[src/design/kdt_pkg.sv]
// shared constants, codes and types for the key to dense id table
package kdt_pkg;

    localparam int TABLE_DEPTH = 64;
    localparam int KEY_W       = 64;
    localparam int IDX_W       = $clog2(TABLE_DEPTH);
    localparam int CNT_W       = $clog2(TABLE_DEPTH + 1);
    localparam int MODE_W      = 2;
    localparam int STATUS_W    = 3;

    localparam logic [MODE_W-1:0] MODE_LOOKUP     = 2'd0;
    localparam logic [MODE_W-1:0] MODE_LOOKUP_ADD = 2'd1;
    localparam logic [MODE_W-1:0] MODE_STRICT_ADD = 2'd2;
    localparam logic [MODE_W-1:0] MODE_READ_INDEX = 2'd3;

    localparam logic [STATUS_W-1:0] ST_FOUND     = 3'd0;
    localparam logic [STATUS_W-1:0] ST_ADDED     = 3'd1;
    localparam logic [STATUS_W-1:0] ST_NOT_FOUND = 3'd2;
    localparam logic [STATUS_W-1:0] ST_DUPLICATE = 3'd3;
    localparam logic [STATUS_W-1:0] ST_FULL      = 3'd4;
    localparam logic [STATUS_W-1:0] ST_BAD_INDEX = 3'd5;

    typedef struct packed {
        logic             en;
        logic [IDX_W-1:0] addr;
        logic [KEY_W-1:0] data;
    } wr_cmd_t;

    typedef struct packed {
        logic             hit;
        logic [IDX_W-1:0] slot;
    } cam_result_t;

endpackage

[src/design/kdt_key_ram.sv]
// key copy memory for read by index, registered read with write bypass
module kdt_key_ram
(
    input  logic                         clk,
    input  kdt_pkg::wr_cmd_t             wr,
    input  logic                         rd_en,
    input  logic [kdt_pkg::IDX_W-1:0]    rd_addr,
    output logic [kdt_pkg::KEY_W-1:0]    rd_data
);

    logic [kdt_pkg::KEY_W-1:0] mem [kdt_pkg::TABLE_DEPTH];
    logic [kdt_pkg::KEY_W-1:0] rd_data_reg;

    always_ff @(posedge clk)
    begin
        if (wr.en)
        begin
            mem[wr.addr] <= wr.data;
        end
    end

    always_ff @(posedge clk)
    begin
        if (rd_en)
        begin
            if (wr.en && (wr.addr == rd_addr))
            begin
                rd_data_reg <= wr.data;
            end
            else
            begin
                rd_data_reg <= mem[rd_addr];
            end
        end
    end

    assign rd_data = rd_data_reg;

endmodule

[config.mk]
export PLATFORM = sky130hd
export DESIGN_NAME = kdt_key_ram
export DESIGN_NICKNAME = d
export VERILOG_FILES = /design/src/design/kdt_pkg.sv /design/src/design/kdt_key_ram.sv
export SDC_FILE = /design/constraint.sdc
export NUM_CORES = 2
export LEC_CHECK = 0
export BUFFER_PORTS_ARGS = -buffer_cell sky130_fd_sc_hd__buf_4
export CELL_PAD_IN_SITES_DETAIL_PLACEMENT = 0
export CELL_PAD_IN_SITES_GLOBAL_PLACEMENT = 1
export CORE_ASPECT_RATIO = 1.4
export CORE_UTILIZATION = 50
export DETAILED_ROUTE_END_ITERATION = 7
export GPL_ROUTABILITY_DRIVEN = 0
export GPL_TIMING_DRIVEN = 0
export MAX_ROUTING_LAYER = met4
export PLACE_DENSITY = 0.83
export SLEW_MARGIN = 20
export SYNTH_ARGS = -nofsm -noshare
export SYNTH_HDL_FRONTEND = slang
export SYNTH_SLANG_ARGS = --single-unit
[constraint.sdc]
create_clock -name clk -period 6.6 [get_ports clk]
set_clock_uncertainty 0.05 [all_clocks]
set_input_delay 1.32 -clock clk [delete_from_list [all_inputs] [get_ports clk]]
set_output_delay 1.32 -clock clk [all_outputs]
set_load 0.005 [all_outputs]
== Word level (Yosys, flattened, before mapping) ==
Memories as Yosys holds them, arrays and structs flattened. A register that Yosys moved wholly into a read port is not among the register bits.
Index checks and enable logic that the tools add are counted.
Operators by class
  multiplexer cells: 2
Operators by type and width (count)
  two-way mux 1 bit: 2
Storage, ports and cells
  register bits after elaboration: 0
  input bits: 79
  logic and storage cells: 3
  bits in writable memories: 4096
  memories: 1
  output and inout port bits: 64
Memories
  mem: words 64, bits a word 64, read ports 1, clocked after memory_dff 1, wr ports 1, line kdt_key_ram.sv:11  | logic [kdt_pkg::KEY_W-1:0] mem [kdt_pkg::TABLE_DEPTH];

== Logic depth before layout (Yosys ltp) ==
  depth after elaboration: 2
  depth in mapped cells: 12
  gate-level depth less buffers: 6

== Worst setup path after synthesis ==
OpenSTA, ideal clock, no wires.
  path type: input to register
  start: input wr[69] in the netlist's numbering
  end: memory mem[48][0] in the netlist's numbering, enable pin
  setup slack: -0.406 ns
  data arrival time: 6.391 ns
  data required time: 5.985 ns
  path buffers: 1
  setup time: 0.565 ns
  stages on the path: 4
  path through: clkbuf_1 > nand3_1 > or3_1 > nor3_1
RTL lines
  from (decl): line kdt_key_ram.sv:5  | input kdt_pkg::wr_cmd_t wr,
  to (decl): line kdt_key_ram.sv:11
No word-level cell before the write port.

==> metrics.md <==
| Metric | Value |
|---|---|
| Cells after synthesis | 7882 |
| CORE AREA | 318000 um2 |
| Fin. max-slew vios | 0 |
| Total power per unit cell area | 295 nW/um2 |
| Non-Filler Instances | 13100 |
| Die Wd | 480 um |
| Largest net degree at the start of global routing | 66 |
| Power Total | 54.0 mW |
| PortBufs | 135 |
| CTS tree | yes |
| Synthesized net count | 7961 |
| Synth unique cells | 34 |
| Die Y-Extent | 671 um |
| Max reg flops | 4096 |
| CP Max Fanout | 13 |
| Worst-Margin Slew | 1180 ps |
| Post-DP HPWL | 298 mm |
| Fin. Hold Viols | 0 |
| Async SR Flop Fraction | 0% |
| Peak VDD IR | 0.237 mV |
| Global-route wire length before repair | 601 mm |
| Reg2Reg Depth | 4 |
| Crit-path max cell delay | 840 ps |
| #FFs+latches synth | 4160 |
| Kind of end point of the critical path | register |
| Number of max-cap violations | 0 |
| Vias in the first global route | 84300 |
| CTS clk-pin slew, worst paths | 70 ps |
| Switch Pwr | 11.5 mW |
| Leak Pwr | 60.6 nW |
| Adder-cell share of the synthesized area | 0% |
| # rows | 245 |
| I/O Pins | 143 |
| H-tree Lvls | 5 |
| Post-DR vias/cell | 6.25 |
| Largest family of logic cells by synthesized area | multiplexers |
| Hold depth | 1 |
| Post-synth EDFFs | 4160 |
| Synth Area in Simple Gates | 1.58% |
| Die footprint | 322000 um2 |
| CP most frequent cell | buf_2 |
| Final min period | 4780 ps |
| Top_reg_cell synth | edfxtp_1 |
| Placed Cells | 12400 |
| Root Driver | clkbuf_16 |
| HP Class | input port to register |
| Synth Area in Compound Gates | 4.39% |
| Final nets | 8663 |
| GRT overflow | 0 |
| CP Launch Type | input port |
| Post-cts hold buffer count | 0 |
| Pre-CTS setup slack | 1070 ps |
| Post-synthesis average cell area | 20.3 um2 |
| Hold WS | 885 ps |
| Num Clock Sinks | 4160 |
| Fin worst setup slack | 1820 ps |
| Initial Util | 50.2% |
| Cell Area, Synth | 160000 um2 |
| DR vias | 82000 |
| Num CTS Buffers | 359 |
| DRC viols | 0 |
| Clock power frac | 40.1% |
| Final Cycle Share | 72.4% |
| Resize count post-CTS | 0 |
| YS warnings | 0 |
| Starting DRC count in detailed routing | 10400 |
| Int Power | 42.5 mW |
| Final setup vio count | 0 |
| Required @ worst endpoint | 7200 ps |
| DR WL/cell | 32.9 um |
| Relative slew slack | 21.6% |
| Worst-Skew Late Latency | 920 ps |
| Post-Synth XOR/XNOR Area | 0.0329% |
| Postcts setup bufs | 0 |
| Routed Antenna Nets | 0 |
| CTS Buffer Depth | 4 |
| Cell Chain, Critical Path | buf_2 > buf_2 > buf_2 > clkbuf_1 > mux4_2 > a22oi_1 > nand4_1 > a221o_1 |
| Status | finished clean |
| Part of the power in combinational logic | 5.5% |
| Drt pass-1 iters | 6 |
| Highest Clock Rate | 209 MHz |
| Sw Ratio | 21.3% |
| Sequential share of power | 54.4% |
| Wirelength, routed | 431 mm |
| Mux contribution to synthesized area | 14.3% |
| Slowest CP cell | buf_2 |
| RSZ-0062 raised after global routing | false |
| Initial antenna violation count | 40 |
| Post-synthesis sequential area ratio | 78.2% |
| Crit path kind | input port to register |
| Total global routing track utilization | 27.2% |
| Worst EP arrival | 5380 ps |
| Synthesis-to-finish area growth | 14.6% |
| Share of post-route cells with drive strength above 1 | 18.4% |
==> per-stage QoR <==
step	TNS, ps	area, um2	utilization [%]
final	0	183000	57.5
after floorplan	0	160000	-
after detailed placement	0	171000	53.7
after global placement	-7587280	166000	52.2
after CTS	0	183000	57.5
after global routing	0	183000	57.5
==> routing by layer <==
| metal | global-route usage, % | share of wire [%] | wire (um) |
|---|---|---|---|
| met1 | 28.7 | 32 | 139000 |
| met2 | 47.7 | 53 | 229000 |
| met3 | 4.36 | 7.5 | 32300 |
| met4 | 16.8 | 7.0 | 30400 |
| met5 | - | 0 | 0 |
==> placed cells by master, fill, tap and decap left out, types with 7 or more instances in the layout <==
master      netlist  routed
and3_1           62      62
buf_12            0     144
edfxtp_1       4160    4160
buf_6            12      15
inv_6             0       8
clkinvlp_4        0      10
nor2_4            1      63
buf_1            26      23
nor2b_1           8       8
clkinv_8          0       7
clkbuf_2          0       8
clkinv_1          0      71
clkinv_4          0       7
buf_16            0      51
clkbuf_16         0     369
nand4_1          64      64
mux2i_1        1391    1391
clkbuf_1        147     208
buf_2           243     246
clkinv_2          0      58
mux4_2          392     392
nand2_1          77      77
a22oi_1         695     695
nand3_1         195     195
buf_8             0       7
a211oi_1         64      64
buf_4            48     184
a221o_1          62      62
bufinv_16         0      51
a21oi_1         129     129
diode_2           0      34
==> power by group through the flow <==
stage               combinational (mW)  sequential, mW  clock (mW)
CTS                               2.93            29.4        21.7
global placement                  2.76            29.9           0
global route                      3.06            29.4        22.7
floorplan                         1.45            29.9           0
detailed placement                2.91            29.9           0
finish                            2.97            29.4        21.6
==> path summary, 6_finish.rpt <==
path / end / from / slack [ps]
worst max-delay path: rd_data[55]$_DFFE_PP_ / rd_addr[2] / 1820
worst max register to register: rd_data[55]$_DFFE_PP_ / mem[21][55]$_DFFE_PP_ / 3970
worst min-delay path: mem[63][19]$_DFFE_PP_ / wr[19] / 890
worst min register to register: rd_data[11]$_DFFE_PP_ / mem[24][11]$_DFFE_PP_ / 920
==> cells in the mapped netlist (all sizes together) (64+ instances only) <==
library cell     n  area [um2]
a21oi          129         646
a211oi          64         480
clkbuf         147         552
buf            329        1810
nand2           77         289
mux4           392        8830
nor2            69         267
edfxtp        4160      125000
mux2i         1391       13900
nand3          195         976
nand4           64         400
a22oi          695        5220
==> worst max-delay path, delay by kind of cell <==
family / cells / cell delay, ps
buf+inv: 4 / 2120
simple gates: 1 / 540
compound gates: 2 / 860
mux: 1 / 430
==> cell type report <==
| type | count | area, um2 |
|---|---|---|
| Sequential cell | 4160 | 125000 |
| Clock buffer | 438 | 9490 |
| Timing Repair Buffer | 341 | 5450 |
| Buffer | 476 | 2370 |
| Clock inverter | 213 | 2440 |
| Tap cell | 4199 | 5250 |
| Antenna cell | 34 | 85.1 |
| Multi-Input combinational cell | 3246 | 32900 |
| Fill cell | 22300 | 135000 |
==> cells by family (layout without fill, tap and decap cells) <==
logic type / after synthesis / after routing
multiplexers: 1786 / 1786
other: 0 / 34
AND/OR/NAND/NOR: 499 / 499
buffers and inverters: 476 / 1468
XOR/XNOR: 6 / 6
flip-flops: 4160 / 4160
AO/OA/AOI/OAI: 955 / 955
Note: power is estimated with default switching activity, not from simulation.
